## src/rtl/acclv_pkg.sv

```systemverilog
// package for the acceleration-limited velocity step
// holds the sequencer state type, register indexes and arithmetic constants
// no dependencies
`default_nettype none

package acclv_pkg;

  // fixed-point format
  localparam int unsigned QShift = 16;

  // shared restoring divider: 49-bit dividend, 31-bit divisor
  localparam int unsigned DivNumW  = 49;
  localparam int unsigned DivDenW  = 31;
  localparam int unsigned DivSteps = DivNumW;
  localparam int unsigned DivCntW  = $clog2(DivSteps);

  // configuration register map
  localparam int unsigned CfgIdxW  = 2;
  localparam int unsigned CfgDataW = 31;

  typedef enum logic [CfgIdxW-1:0] {
    REG_MAX_ACCEL     = 2'd0,
    REG_MAX_VELOCITY  = 2'd1,
    REG_DEAD_DISTANCE = 2'd2,
    REG_TICK_TIME     = 2'd3
  } cfg_reg_e;

  localparam logic [30:0] MaxAccelRst     = 31'd65536;
  localparam logic [30:0] MaxVelocityRst  = 31'd655360;
  localparam logic [30:0] DeadDistanceRst = 31'd0;
  localparam logic [16:0] TickTimeRst     = 17'd1092;

  localparam logic [30:0] U31Max = 31'h7FFF_FFFF;

  typedef enum logic [3:0] {
    ST_IDLE,
    ST_PREP,
    ST_REM,
    ST_DIV,
    ST_DIV_END,
    ST_MUL_STOP,
    ST_CMP,
    ST_CMD,
    ST_MUL_LIM,
    ST_CLAMP,
    ST_DONE
  } state_e;

  // which quotient the shared divider is producing
  typedef enum logic {
    DIV_TTF,
    DIV_SPEED
  } div_sel_e;

endpackage

`default_nettype wire

```

## src/rtl/accel_limited_velocity_step_top.sv

```systemverilog
// top level of the acceleration-limited velocity step, single module
// depends on acclv_pkg for state type, register map and constants
`default_nettype none

// One-axis motion update in signed Q16.16. Each input beat carries a target
// velocity, the measured position and the target position; the block keeps
// the current velocity internally (zero after reset) and returns one beat with
// the updated velocity and the distance left beyond the dead zone. The command
// is the target velocity, or the target velocity plus or minus (toward the
// target position) a capped approach speed when the stopping distance still
// fits in the distance left; the kept velocity then moves toward it by at most
// max_accel * tick_time. The sequencer divides for the time to final velocity
// on a single restoring divider (one quotient bit per cycle), forms the
// stopping distance on a shared 32x32 multiplier and compares it; only when it
// fits in the distance left does the same divider produce the approach speed.
// Both paths end with the limit product, the clamp and the output load.
// in_ready_o is high only while the sequencer is idle; a finished result
// sits in the output register, so the next beat is taken while it waits.
// Configuration writes are registered and should be issued only when idle.
// A max_accel or tick_time of zero acts as one.

module accel_limited_velocity_step_top (
  input  wire                           clk_i,
  input  wire                           rst_ni,
  // configuration write port
  input  wire                           cfg_we_i,
  input  wire  [acclv_pkg::CfgIdxW-1:0] cfg_idx_i,
  input  wire  [acclv_pkg::CfgDataW-1:0] cfg_data_i,
  // input channel
  input  wire                           in_valid_i,
  output logic                          in_ready_o,
  input  wire  signed [31:0]            target_velocity_i,
  input  wire  signed [31:0]            current_position_i,
  input  wire  signed [31:0]            target_position_i,
  // output channel
  output logic                          out_valid_o,
  input  wire                           out_ready_i,
  output logic signed [31:0]            new_velocity_o,
  output logic        [30:0]            remaining_distance_o
);
  import acclv_pkg::*;

  // saturate a 34-bit signed value to 32 bits
  function automatic logic [31:0] sat_s32(input logic signed [33:0] v);
    logic [31:0] r;
    if (v > 34'sh0_7FFF_FFFF) begin
      r = 32'h7FFF_FFFF;
    end else if (v < -34'sh0_8000_0000) begin
      r = 32'h8000_0000;
    end else begin
      r = v[31:0];
    end
    return r;
  endfunction

  // ---------------------------------------------------------------------------
  // configuration registers
  // ---------------------------------------------------------------------------
  logic [30:0] max_accel_q, max_velocity_q, dead_distance_q;
  logic [16:0] tick_time_q;

  always_ff @(posedge clk_i or negedge rst_ni) begin
    if (!rst_ni) begin
      max_accel_q     <= MaxAccelRst;
      max_velocity_q  <= MaxVelocityRst;
      dead_distance_q <= DeadDistanceRst;
      tick_time_q     <= TickTimeRst;
    end else if (cfg_we_i) begin
      unique case (cfg_reg_e'(cfg_idx_i))
        REG_MAX_ACCEL:     max_accel_q     <= cfg_data_i;
        REG_MAX_VELOCITY:  max_velocity_q  <= cfg_data_i;
        REG_DEAD_DISTANCE: dead_distance_q <= cfg_data_i;
        REG_TICK_TIME:     tick_time_q     <= cfg_data_i[16:0];
        default: ;
      endcase
    end
  end

  // zero acts as the smallest step
  logic [30:0] accel_eff;
  logic [16:0] dt_eff;
  assign accel_eff = (max_accel_q == '0) ? 31'd1 : max_accel_q;
  assign dt_eff    = (tick_time_q == '0) ? 17'd1 : tick_time_q;

  // ---------------------------------------------------------------------------
  // sequencer state and control registers
  // ---------------------------------------------------------------------------
  state_e              state_q, state_d;
  div_sel_e            div_sel_q;
  logic [DivCntW-1:0]  cnt_q;
  logic                out_valid_q;
  logic signed [31:0]  vel_q;        // kept velocity

  // payload registers
  logic signed [31:0]  tv_q, cp_q, tp_q;
  logic [32:0]         adp_q;        // |delta position|
  logic                dp_pos_q, dp_neg_q;
  logic [32:0]         adv_q;        // |target velocity - kept velocity|
  logic [30:0]         rem_q;        // distance beyond dead zone
  logic [DivNumW-1:0]  num_q;        // dividend, shifted out msb first
  logic [DivNumW-1:0]  quo_q;
  logic [DivDenW-1:0]  rmd_q;
  logic [DivDenW-1:0]  dvsr_q;
  logic [30:0]         ttf_q;        // time to final velocity
  logic [30:0]         spd_q;        // approach speed
  logic [63:0]         prod_q;       // shared multiplier result
  logic signed [31:0]  cmd_q;
  logic signed [31:0]  nv_q;
  logic signed [31:0]  new_velocity_q;
  logic [30:0]         remaining_q;

  // ---------------------------------------------------------------------------
  // datapath terms
  // ---------------------------------------------------------------------------
  logic signed [32:0] dp_w, dv_w;
  logic [32:0]        adp_w, adv_w;
  assign dp_w  = {tp_q[31], tp_q} - {cp_q[31], cp_q};
  assign dv_w  = {tv_q[31], tv_q} - {vel_q[31], vel_q};
  assign adp_w = dp_w[32] ? (~dp_w + 33'd1) : dp_w;
  assign adv_w = dv_w[32] ? (~dv_w + 33'd1) : dv_w;

  // distance beyond dead zone, saturated to 31 bits
  logic [32:0] beyond_w;
  logic [30:0] rem_w;
  assign beyond_w = adp_q - {2'b00, dead_distance_q};
  always_comb begin
    if (adp_q > {2'b00, dead_distance_q}) begin
      rem_w = (beyond_w[32:31] != 2'b00) ? U31Max : beyond_w[30:0];
    end else begin
      rem_w = '0;
    end
  end

  // one restoring divider step
  logic [DivDenW:0]   trial_w;
  logic               trial_ge_w;
  logic [DivDenW:0]   trial_sub_w;
  assign trial_w     = {rmd_q, num_q[DivNumW-1]};
  assign trial_ge_w  = (trial_w >= {1'b0, dvsr_q});
  assign trial_sub_w = trial_w - {1'b0, dvsr_q};

  // shared multiplier operands
  logic [31:0] mul_a_w, mul_b_w;
  always_comb begin
    if (state_q == ST_MUL_STOP) begin
      mul_a_w = adv_q[32:1];
      mul_b_w = {1'b0, ttf_q} + {15'b0, dt_eff};
    end else begin
      mul_a_w = {1'b0, accel_eff};
      mul_b_w = {15'b0, dt_eff};
    end
  end

  // stopping distance, kept wide for the compare
  logic [47:0] stop_w;
  logic        stop_gt_w;
  logic [30:0] slack_w;
  assign stop_w    = prod_q[63:QShift];
  assign stop_gt_w = (stop_w > {17'b0, rem_q});
  assign slack_w   = rem_q - stop_w[30:0];

  // approach speed cap and signed command
  logic [30:0]        spd_w;
  logic signed [33:0] cmd_sum_w;
  assign spd_w = (quo_q > {18'b0, max_velocity_q}) ? max_velocity_q : quo_q[30:0];
  always_comb begin
    if (dp_pos_q) begin
      cmd_sum_w = {{2{tv_q[31]}}, tv_q} + {3'b000, spd_q};
    end else if (dp_neg_q) begin
      cmd_sum_w = {{2{tv_q[31]}}, tv_q} - {3'b000, spd_q};
    end else begin
      cmd_sum_w = {{2{tv_q[31]}}, tv_q};
    end
  end

  // acceleration window around the kept velocity
  logic [31:0]        limit_w;
  logic signed [33:0] lo_w, hi_w, cmd_x_w, nv_x_w;
  assign limit_w = prod_q[47:QShift];
  assign lo_w    = {{2{vel_q[31]}}, vel_q} - {2'b00, limit_w};
  assign hi_w    = {{2{vel_q[31]}}, vel_q} + {2'b00, limit_w};
  assign cmd_x_w = {{2{cmd_q[31]}}, cmd_q};
  always_comb begin
    if (cmd_x_w < lo_w) begin
      nv_x_w = lo_w;
    end else if (cmd_x_w > hi_w) begin
      nv_x_w = hi_w;
    end else begin
      nv_x_w = cmd_x_w;
    end
  end

  // ---------------------------------------------------------------------------
  // next state
  // ---------------------------------------------------------------------------
  logic in_take_w, out_load_w, div_last_w;
  assign div_last_w = (cnt_q == DivCntW'(DivSteps - 1));

  always_comb begin
    state_d = state_q;
    unique case (state_q)
      ST_IDLE:     if (in_valid_i) state_d = ST_PREP;
      ST_PREP:     state_d = ST_REM;
      ST_REM:      state_d = ST_DIV;
      ST_DIV:      if (div_last_w) state_d = ST_DIV_END;
      ST_DIV_END:  state_d = (div_sel_q == DIV_TTF) ? ST_MUL_STOP : ST_CMD;
      ST_MUL_STOP: state_d = ST_CMP;
      ST_CMP:      state_d = stop_gt_w ? ST_MUL_LIM : ST_DIV;
      ST_CMD:      state_d = ST_MUL_LIM;
      ST_MUL_LIM:  state_d = ST_CLAMP;
      ST_CLAMP:    state_d = ST_DONE;
      ST_DONE:     if (!out_valid_q || out_ready_i) state_d = ST_IDLE;
      default:     state_d = ST_IDLE;
    endcase
  end

  // ---------------------------------------------------------------------------
  // control outputs
  // ---------------------------------------------------------------------------
  always_comb begin
    in_ready_o = (state_q == ST_IDLE);
    in_take_w  = in_ready_o && in_valid_i;
    out_load_w = (state_q == ST_DONE) && (!out_valid_q || out_ready_i);
  end

  // ---------------------------------------------------------------------------
  // control registers
  // ---------------------------------------------------------------------------
  always_ff @(posedge clk_i or negedge rst_ni) begin
    if (!rst_ni) begin
      state_q     <= ST_IDLE;
      div_sel_q   <= DIV_TTF;
      cnt_q       <= '0;
      out_valid_q <= 1'b0;
      vel_q       <= '0;
    end else begin
      state_q <= state_d;
      // divider bookkeeping
      if (state_q == ST_REM) begin
        div_sel_q <= DIV_TTF;
        cnt_q     <= '0;
      end else if (state_q == ST_CMP) begin
        div_sel_q <= DIV_SPEED;
        cnt_q     <= '0;
      end else if (state_q == ST_DIV) begin
        cnt_q <= cnt_q + DivCntW'(1);
      end
      if (state_q == ST_CLAMP) begin
        vel_q <= sat_s32(nv_x_w);
      end
      // output register, freed when the beat is taken
      if (out_load_w) begin
        out_valid_q <= 1'b1;
      end else if (out_ready_i) begin
        out_valid_q <= 1'b0;
      end
    end
  end

  // ---------------------------------------------------------------------------
  // payload registers
  // ---------------------------------------------------------------------------
  always_ff @(posedge clk_i) begin
    if (in_take_w) begin
      tv_q <= target_velocity_i;
      cp_q <= current_position_i;
      tp_q <= target_position_i;
    end
    case (state_q)
      ST_PREP: begin
        adp_q    <= adp_w;
        dp_pos_q <= !dp_w[32] && (dp_w != '0);
        dp_neg_q <= dp_w[32];
        adv_q    <= adv_w;
      end
      ST_REM: begin
        rem_q  <= rem_w;
        // time to final velocity: (dv << 16) / accel
        num_q  <= {adv_q, {QShift{1'b0}}};
        dvsr_q <= accel_eff;
        quo_q  <= '0;
        rmd_q  <= '0;
      end
      ST_DIV: begin
        num_q <= {num_q[DivNumW-2:0], 1'b0};
        quo_q <= {quo_q[DivNumW-2:0], trial_ge_w};
        rmd_q <= trial_ge_w ? trial_sub_w[DivDenW-1:0] : trial_w[DivDenW-1:0];
      end
      ST_DIV_END: begin
        if (div_sel_q == DIV_TTF) begin
          ttf_q <= (quo_q[DivNumW-1:31] != '0) ? U31Max : quo_q[30:0];
        end else begin
          spd_q <= spd_w;
        end
      end
      ST_MUL_STOP, ST_MUL_LIM: begin
        prod_q <= mul_a_w * mul_b_w;
      end
      ST_CMP: begin
        // stop beyond reach: command the target velocity
        cmd_q  <= tv_q;
        // approach speed: (remaining - stop) << 16 / tick
        num_q  <= {2'b00, slack_w, {QShift{1'b0}}};
        dvsr_q <= {14'b0, dt_eff};
        quo_q  <= '0;
        rmd_q  <= '0;
      end
      ST_CMD: begin
        cmd_q <= sat_s32(cmd_sum_w);
      end
      ST_CLAMP: begin
        nv_q <= sat_s32(nv_x_w);
      end
      default: ;
    endcase
    if (out_load_w) begin
      new_velocity_q <= nv_q;
      remaining_q    <= rem_q;
    end
  end

  assign out_valid_o          = out_valid_q;
  assign new_velocity_o       = new_velocity_q;
  assign remaining_distance_o = remaining_q;

endmodule

`default_nettype wire
```

## config.mk

```make
export PLATFORM = sky130hd
export DESIGN_NAME = accel_limited_velocity_step_top
export DESIGN_NICKNAME = d
export VERILOG_FILES = /design/src/rtl/acclv_pkg.sv /design/src/rtl/accel_limited_velocity_step_top.sv
export SDC_FILE = /design/constraint.sdc
export NUM_CORES = 2
export LEC_CHECK = 0
export ABC_AREA = 1
export BUFFER_PORTS_ARGS = -buffer_cell sky130_fd_sc_hd__buf_2
export CAP_MARGIN = 20
export CELL_PAD_IN_SITES_DETAIL_PLACEMENT = 0
export CELL_PAD_IN_SITES_GLOBAL_PLACEMENT = 2
export CORE_MARGIN = 2
export CORE_UTILIZATION = 40
export CTS_CLUSTER_DIAMETER = 100
export CTS_CLUSTER_SIZE = 24
export DETAILED_ROUTE_END_ITERATION = 7
export MAX_ROUTING_LAYER = met4
export PLACE_DENSITY = 0.93
export SLEW_MARGIN = 30
export SYNTH_ARGS = -nofsm -noshare
export SYNTH_HDL_FRONTEND = slang
export SYNTH_SLANG_ARGS = --single-unit
```

## constraint.sdc

```tcl
create_clock -name clk_i -period 13.1 [get_ports clk_i]
set_clock_uncertainty 0.2 [all_clocks]
set_input_delay 1.965 -clock clk_i [delete_from_list [all_inputs] [get_ports clk_i]]
set_output_delay 1.965 -clock clk_i [all_outputs]
set_load 0.02 [all_outputs]
```

# == Word-level counts from Yosys, hierarchy flattened ==
# Cells that the tools add are included.
# word_totals
reg_bits,762
wordCells,136
input_bits,134
# classes
n_bitwise,3
addsub,13
n_lt_le_gt_ge,10
eq_ne,17
reduce_logical,27
mul,1
muxes,35
# ops
op,count
two-way mux 32 bit,8
one-hot mux 49 bit (3 select lines),1
two-way mux 34 bit,4
two-way mux 31 bit,4
one-hot mux 31 bit (2 select lines),2
subtractor 32 x 32 -> 33 bit,3
one-hot mux 49 bit (2 select lines),1
greater-than comparator 34 x 32 -> 1 bit (second input constant),2
< comparator 34 x 32 -> 1 bit (second input constant),2
adder 33 x 1 -> 33 bit (second input constant),2
NOT 33 bit,2
multiplier 32 x 32 -> 64 bit,1
one-hot mux 32 bit (2 select lines),1
subtractor 31 bit,2
greater-than comparator 49 x 31 -> 1 bit,1
greater-than comparator 48 x 31 -> 1 bit,1
one-hot mux 4 bit (11 select lines),1
adder 32 x 33 -> 34 bit,1
greater-than comparator 32 x 34 -> 1 bit,1
< comparator 32 x 34 -> 1 bit,1
subtractor 32 x 33 -> 34 bit,1
adder 32 x 32 -> 33 bit,1
greater-than comparator 33 x 31 -> 1 bit,1
nonzero test 33 bit,1
31 further kinds,61

# == Logic depth before layout (Yosys ltp) ==
# logic_depth
ltp_word,7
depth_mapped,48
mapped_depth_nobuf,47

# == Least setup slack after synthesis ==
# OpenSTA, ideal clock, no wires.
# synth_path
kind,register to register
startpoint,register tick_time_q[10]
endpoint,register prod_q[59] (data pin)
setup_time_ns,0.252
required_time_ns,12.648
arrival_time_ns,8.678
synth_period_minus_slack_ns,9.130
path_stages_with_launch,44
path_slack_ns,3.970
cell_sequence,dfstp_2 > nor2_1 > nand3_1 > nor2_1 > nand3_1 > nand2_1 > ha_1 > fa_1 > nand2_1 > o21ai_2 > a21oi_2 > inv_1 > a21oi_1 > o21ai_0 > or2_2 > nand3_1 > nand2_1 > inv_1 > [... 8 more ...] > inv_1 > fa_1 > fa_1 > fa_1 > inv_1 > fa_1 > inv_1 > ha_1 > a21oi_1 > o21ai_0 > a21oi_1 > o21ai_0 > inv_1 > nor3_1 > a2111oi_0 > nand2_1 > nand2_1 > nand2_1
# synth_between
elab_chain_len,5
# synth_rtl
element,line_no,rtl
start: declaration,accel_limited_velocity_step_top.sv:60,logic [16:0] tick_time_q;
start signal: assignment,accel_limited_velocity_step_top.sv:67,tick_time_q <= TickTimeRst;
start signal: assignment,accel_limited_velocity_step_top.sv:73,REG_TICK_TIME: tick_time_q <= cfg_data_i[16:0];
zero test 17 bit,accel_limited_velocity_step_top.sv:83,assign dt_eff = (tick_time_q == '0) ? 17'd1 : tick_time_q;
two-way mux 17 bit (*),accel_limited_velocity_step_top.sv:83,
adder 31 x 17 -> 32 bit,accel_limited_velocity_step_top.sv:147,"mul_b_w = {1'b0, ttf_q} + {15'b0, dt_eff};"
two-way mux 32 bit (*),accel_limited_velocity_step_top.sv:145,if (state_q == ST_MUL_STOP) begin
multiplier 32 x 32 -> 64 bit (*),accel_limited_velocity_step_top.sv:297,prod_q <= mul_a_w * mul_b_w;
end signal: assignment,accel_limited_velocity_step_top.sv:297,
end: declaration,accel_limited_velocity_step_top.sv:106,logic [63:0] prod_q;
# Every way passes the cells marked *; elsewhere a longest branch is shown, timed or not.
# A chain may end at the register's enable or synchronous reset.

# == Worst setup path after layout ==
# Same ends and word-level chain as after synthesis.

==> key figures <==
Run status
  • Status: complete, no violations

Place
  • Post-DP Area: 0.09030 sq mm
  • Dpl hpwl: 293.4 mm
  • I/O Buffers: 198
  • GP Congestion: 1.058

Worst setup path
  • Worst-path maximum fanout: 19
  • Crit path top cell by count: fa_1
  • Crit path depth: 43
  • Startpoint types: flip-flop
  • CP bufs+invs: 8
  • Critical Path End Type: flip-flop
  • R2R depth: 43
  • CP startpoint: tick_time_q[10]$_DFFE_PN1P_
  • Critical path's largest stage delay: 660 ps
  • Worst EP required: 13340 ps
  • Critical Path End: prod_q[59]$_DFFE_PP_
  • RR Endpoint: prod_q[59]$_DFFE_PP_
  • CP delay by family, top: adder cells
  • Kind of critical path: flip-flop to flip-flop
  • Worst Path Arrival: 11380 ps
  • Slowest cell on crit path: inv_1
  • R2R Setup Slk: 1950 ps
  • RR Startpoint: tick_time_q[10]$_DFFE_PN1P_

Finish
  • Synthesis-to-finish area growth: 6.551%
  • Multi-input logic area: 0.05545 sq mm
  • Most common cell after layout, fill and taps aside: nand2_1
  • Final #Nets: 12810
  • Sequential cell area: 0.02116 sq mm
  • # fillers: 22070
  • Most frequent cells in the layout: nand2_1, inv_1, nor2_1
  • Share of cells above drive strength 1: 5.409%
  • Fin area: 0.09183 sq mm

GRT
  • Initial antenna violation count: 25
  • Number of global-route vias before repair: 75560
  • First-pass GRT wire length: 518.4 mm
  • Global router's overall resource usage: 33.34%
  • Largest net degree at the start of global routing: 76
  • Grt ovf: 0

Clocking
  • Clock-pin slew reported for the worst setup and hold paths after clock tree synthesis: 100 ps
  • CTS max path bufs: 3
  • CTS tree: built
  • CTS root buf: clkbuf_16
  • Clock Sinks: 730
  • Num CTS Buffers: 43
  • CTS Hold Bufs: 0
  • Post-CTS Setup Inserts: 0
  • Insertion delay to the later sink of the worst-skew pair: 710 ps
  • H-tree Lvls: 2
  • Post_cts resized: 0

Yosys
  • Number of distinct library cells after synthesis: 69
  • Async SR Flop Fraction: 21.10%
  • Commonest register cell after synthesis: edfxtp_1
  • Mapped Area: 0.08618 sq mm
  • Number of synthesized flops with an enable pin: 576
  • #FFs+latches synth: 730
  • Syn Area/Cell: 7.796 sq um
  • Mapped Cells: 11050
  • Net Count, Synth: 12790
  • YS warnings: 0
  • Sequential area share after synthesis: 24.55%

Detailed routing
  • Post-DRT Antenna Nets: 0
  • Wirelength, routed: 358.0 mm
  • 1st-iter DRT viols: 8225
  • # DRC: 0
  • Drt first pass iters: 6
  • Routed vias: 76530
  • WL per Instance: 25.64 um
  • Via/cell ratio: 5.481

STA
  • RSZ-0062 raised after global routing: no
  • Part of the cycle the worst path needs: 85.10%
  • Final min period: 11150 ps
  • Final TNS setup: 0 ps
  • Setup-failing EPs final: 0
  • Pins over their slew limit: 0
  • Slew Limit Headroom: 29.19%
  • Max frequency: 89.70 MHz
  • Worst Tran Pin Value: 1056 ps
  • Final Hold Viols: 0

Hold path
  • Hold Crit Class: flip-flop to flip-flop
  • Hold depth: 0

Floorplanning
  • Die H: 468.2 um
  • Die width: 468.2 um
  • Initial core utilization: 40.19%
  • Core area: 0.2144 sq mm
  • DIE AREA: 0.2192 sq mm
  • IO Count: 199
  • Standard-cell rows: 170

Run
  • Max Cap Violations: 0
-- worst reg2reg max path, delay by kind of cell, from the launching register on --
family / cells / cell delay [ps]
adders and majority gates: 11 / 5150
and+or+nand+nor: 13 / 1170
buffers and inverters: 8 / 1320
DFF: 1 / 580
xor gates and xnor gates: 1 / 210
AOI/OAI and AO/OA: 10 / 2310
-- stage by stage --
stage	std cells	hold WS [ps]	worst slack [ps]	utilization, %
final	13960	225.8	1951	42.83
after floorplan	11050	200.3	3970	-
after CTS	13950	227.3	2122	42.79
after detailed placement	13870	204.5	2159	42.11
after global routing	13960	230.8	1368	42.82
after global placement	13870	201.5	2194	42.11
-- worst min path at each step --
stage                             from                      endpoint  slack, ps
floorplan            nv_q[0]$_DFFE_PP_   new_velocity_o[0]$_DFFE_PP_        200
global placement    nv_q[15]$_DFFE_PP_  new_velocity_o[15]$_DFFE_PP_        200
detailed placement  nv_q[29]$_DFFE_PP_  new_velocity_o[29]$_DFFE_PP_        200
CTS                 nv_q[18]$_DFFE_PP_  new_velocity_o[18]$_DFFE_PP_        230
global route         nv_q[7]$_DFFE_PP_   new_velocity_o[7]$_DFFE_PP_        230
finish              nv_q[29]$_DFFE_PP_  new_velocity_o[29]$_DFFE_PP_        230
-- routing by layer --
| metal | vias to the layer above | wire length, um | global-route usage, % |
|---|---|---|---|
| met1 | 37820 | 157200 | 45.98 |
| met4 | 0 | 13330 | 10.15 |
| met2 | 3402 | 156000 | 49.77 |
| met3 | 615 | 31480 | 6.052 |
| met5 | - | 0 | - |
| li1 | 34690 | - | - |
-- layout make-up --
type / count / area share [%]
well taps: 2838 / 3.867
multi-input cells: 7776 / 60.39
repair buffers: 311 / 2.040
clock buffers: 60 / 1.264
diodes: 15 / 0.04088
flip-flops and latches: 730 / 23.04
clock inverters: 20 / 0.3039
inverters: 2214 / 9.056
-- registers in the layout, indices dropped and copies added (netlist names), 6 cells and up --
| name | count |
|---|---|
| adp_q | 33 |
| adv_q | 33 |
| cmd_q | 32 |
| cnt_q | 6 |
| cp_q | 32 |
| dead_distance_q | 31 |
| dvsr_q | 31 |
| max_accel_q | 31 |
| max_velocity_q | 31 |
| new_velocity_o | 32 |
| num_q | 33 |
| nv_q | 32 |
| prod_q | 48 |
| quo_q | 49 |
| rem_q | 31 |
| remaining_distance_o | 31 |
| rmd_q | 31 |
| spd_q | 31 |
| tick_time_q | 17 |
| tp_q | 32 |
| ttf_q | 31 |
| tv_q | 32 |
| vel_q | 32 |
-- kinds of logic (layout without fill, tap and decap cells) --
group	count (synthesis)	count (layout)	share of synthesized area (%)
and+or+nand+nor	4478	4478	21.31
buffers and inverters	2548	2605	11.34
DFF	730	730	24.55
AOI/OAI and AO/OA	1475	1475	9.391
xor gates and xnor gates	224	224	2.307
adders and majority gates	1599	1599	31.10
other	0	15	0
-- cells in the mapped netlist, types with 31 or more instances --
| library cell | count | area share, % |
|---|---|---|
| nand2_2 | 33 | 0.24 |
| a21oi_1 | 599 | 3.5 |
| dfrtp_1 | 148 | 4.3 |
| edfxtp_1 | 576 | 20 |
| nor2_1 | 1178 | 5.1 |
| nand4_1 | 176 | 1.3 |
| xnor2_1 | 45 | 0.46 |
| o21bai_1 | 51 | 0.44 |
| xor2_1 | 177 | 1.8 |
| o211ai_1 | 33 | 0.29 |
| ha_1 | 694 | 10 |
| buf_2 | 92 | 0.53 |
| a31oi_1 | 31 | 0.23 |
| o21ai_1 | 34 | 0.20 |
| nor4_1 | 31 | 0.23 |
| inv_1 | 2159 | 9.4 |
| o21ai_0 | 579 | 3.4 |
| inv_2 | 44 | 0.19 |
| clkbuf_1 | 210 | 0.91 |
| nand2_1 | 2481 | 11 |
| nand3_1 | 390 | 2.3 |
| fa_1 | 905 | 21 |
| nor3_1 | 91 | 0.53 |
Power is not shown: default switching activity piles up to over one toggle a cycle in this logic, so the estimate is an artifact.
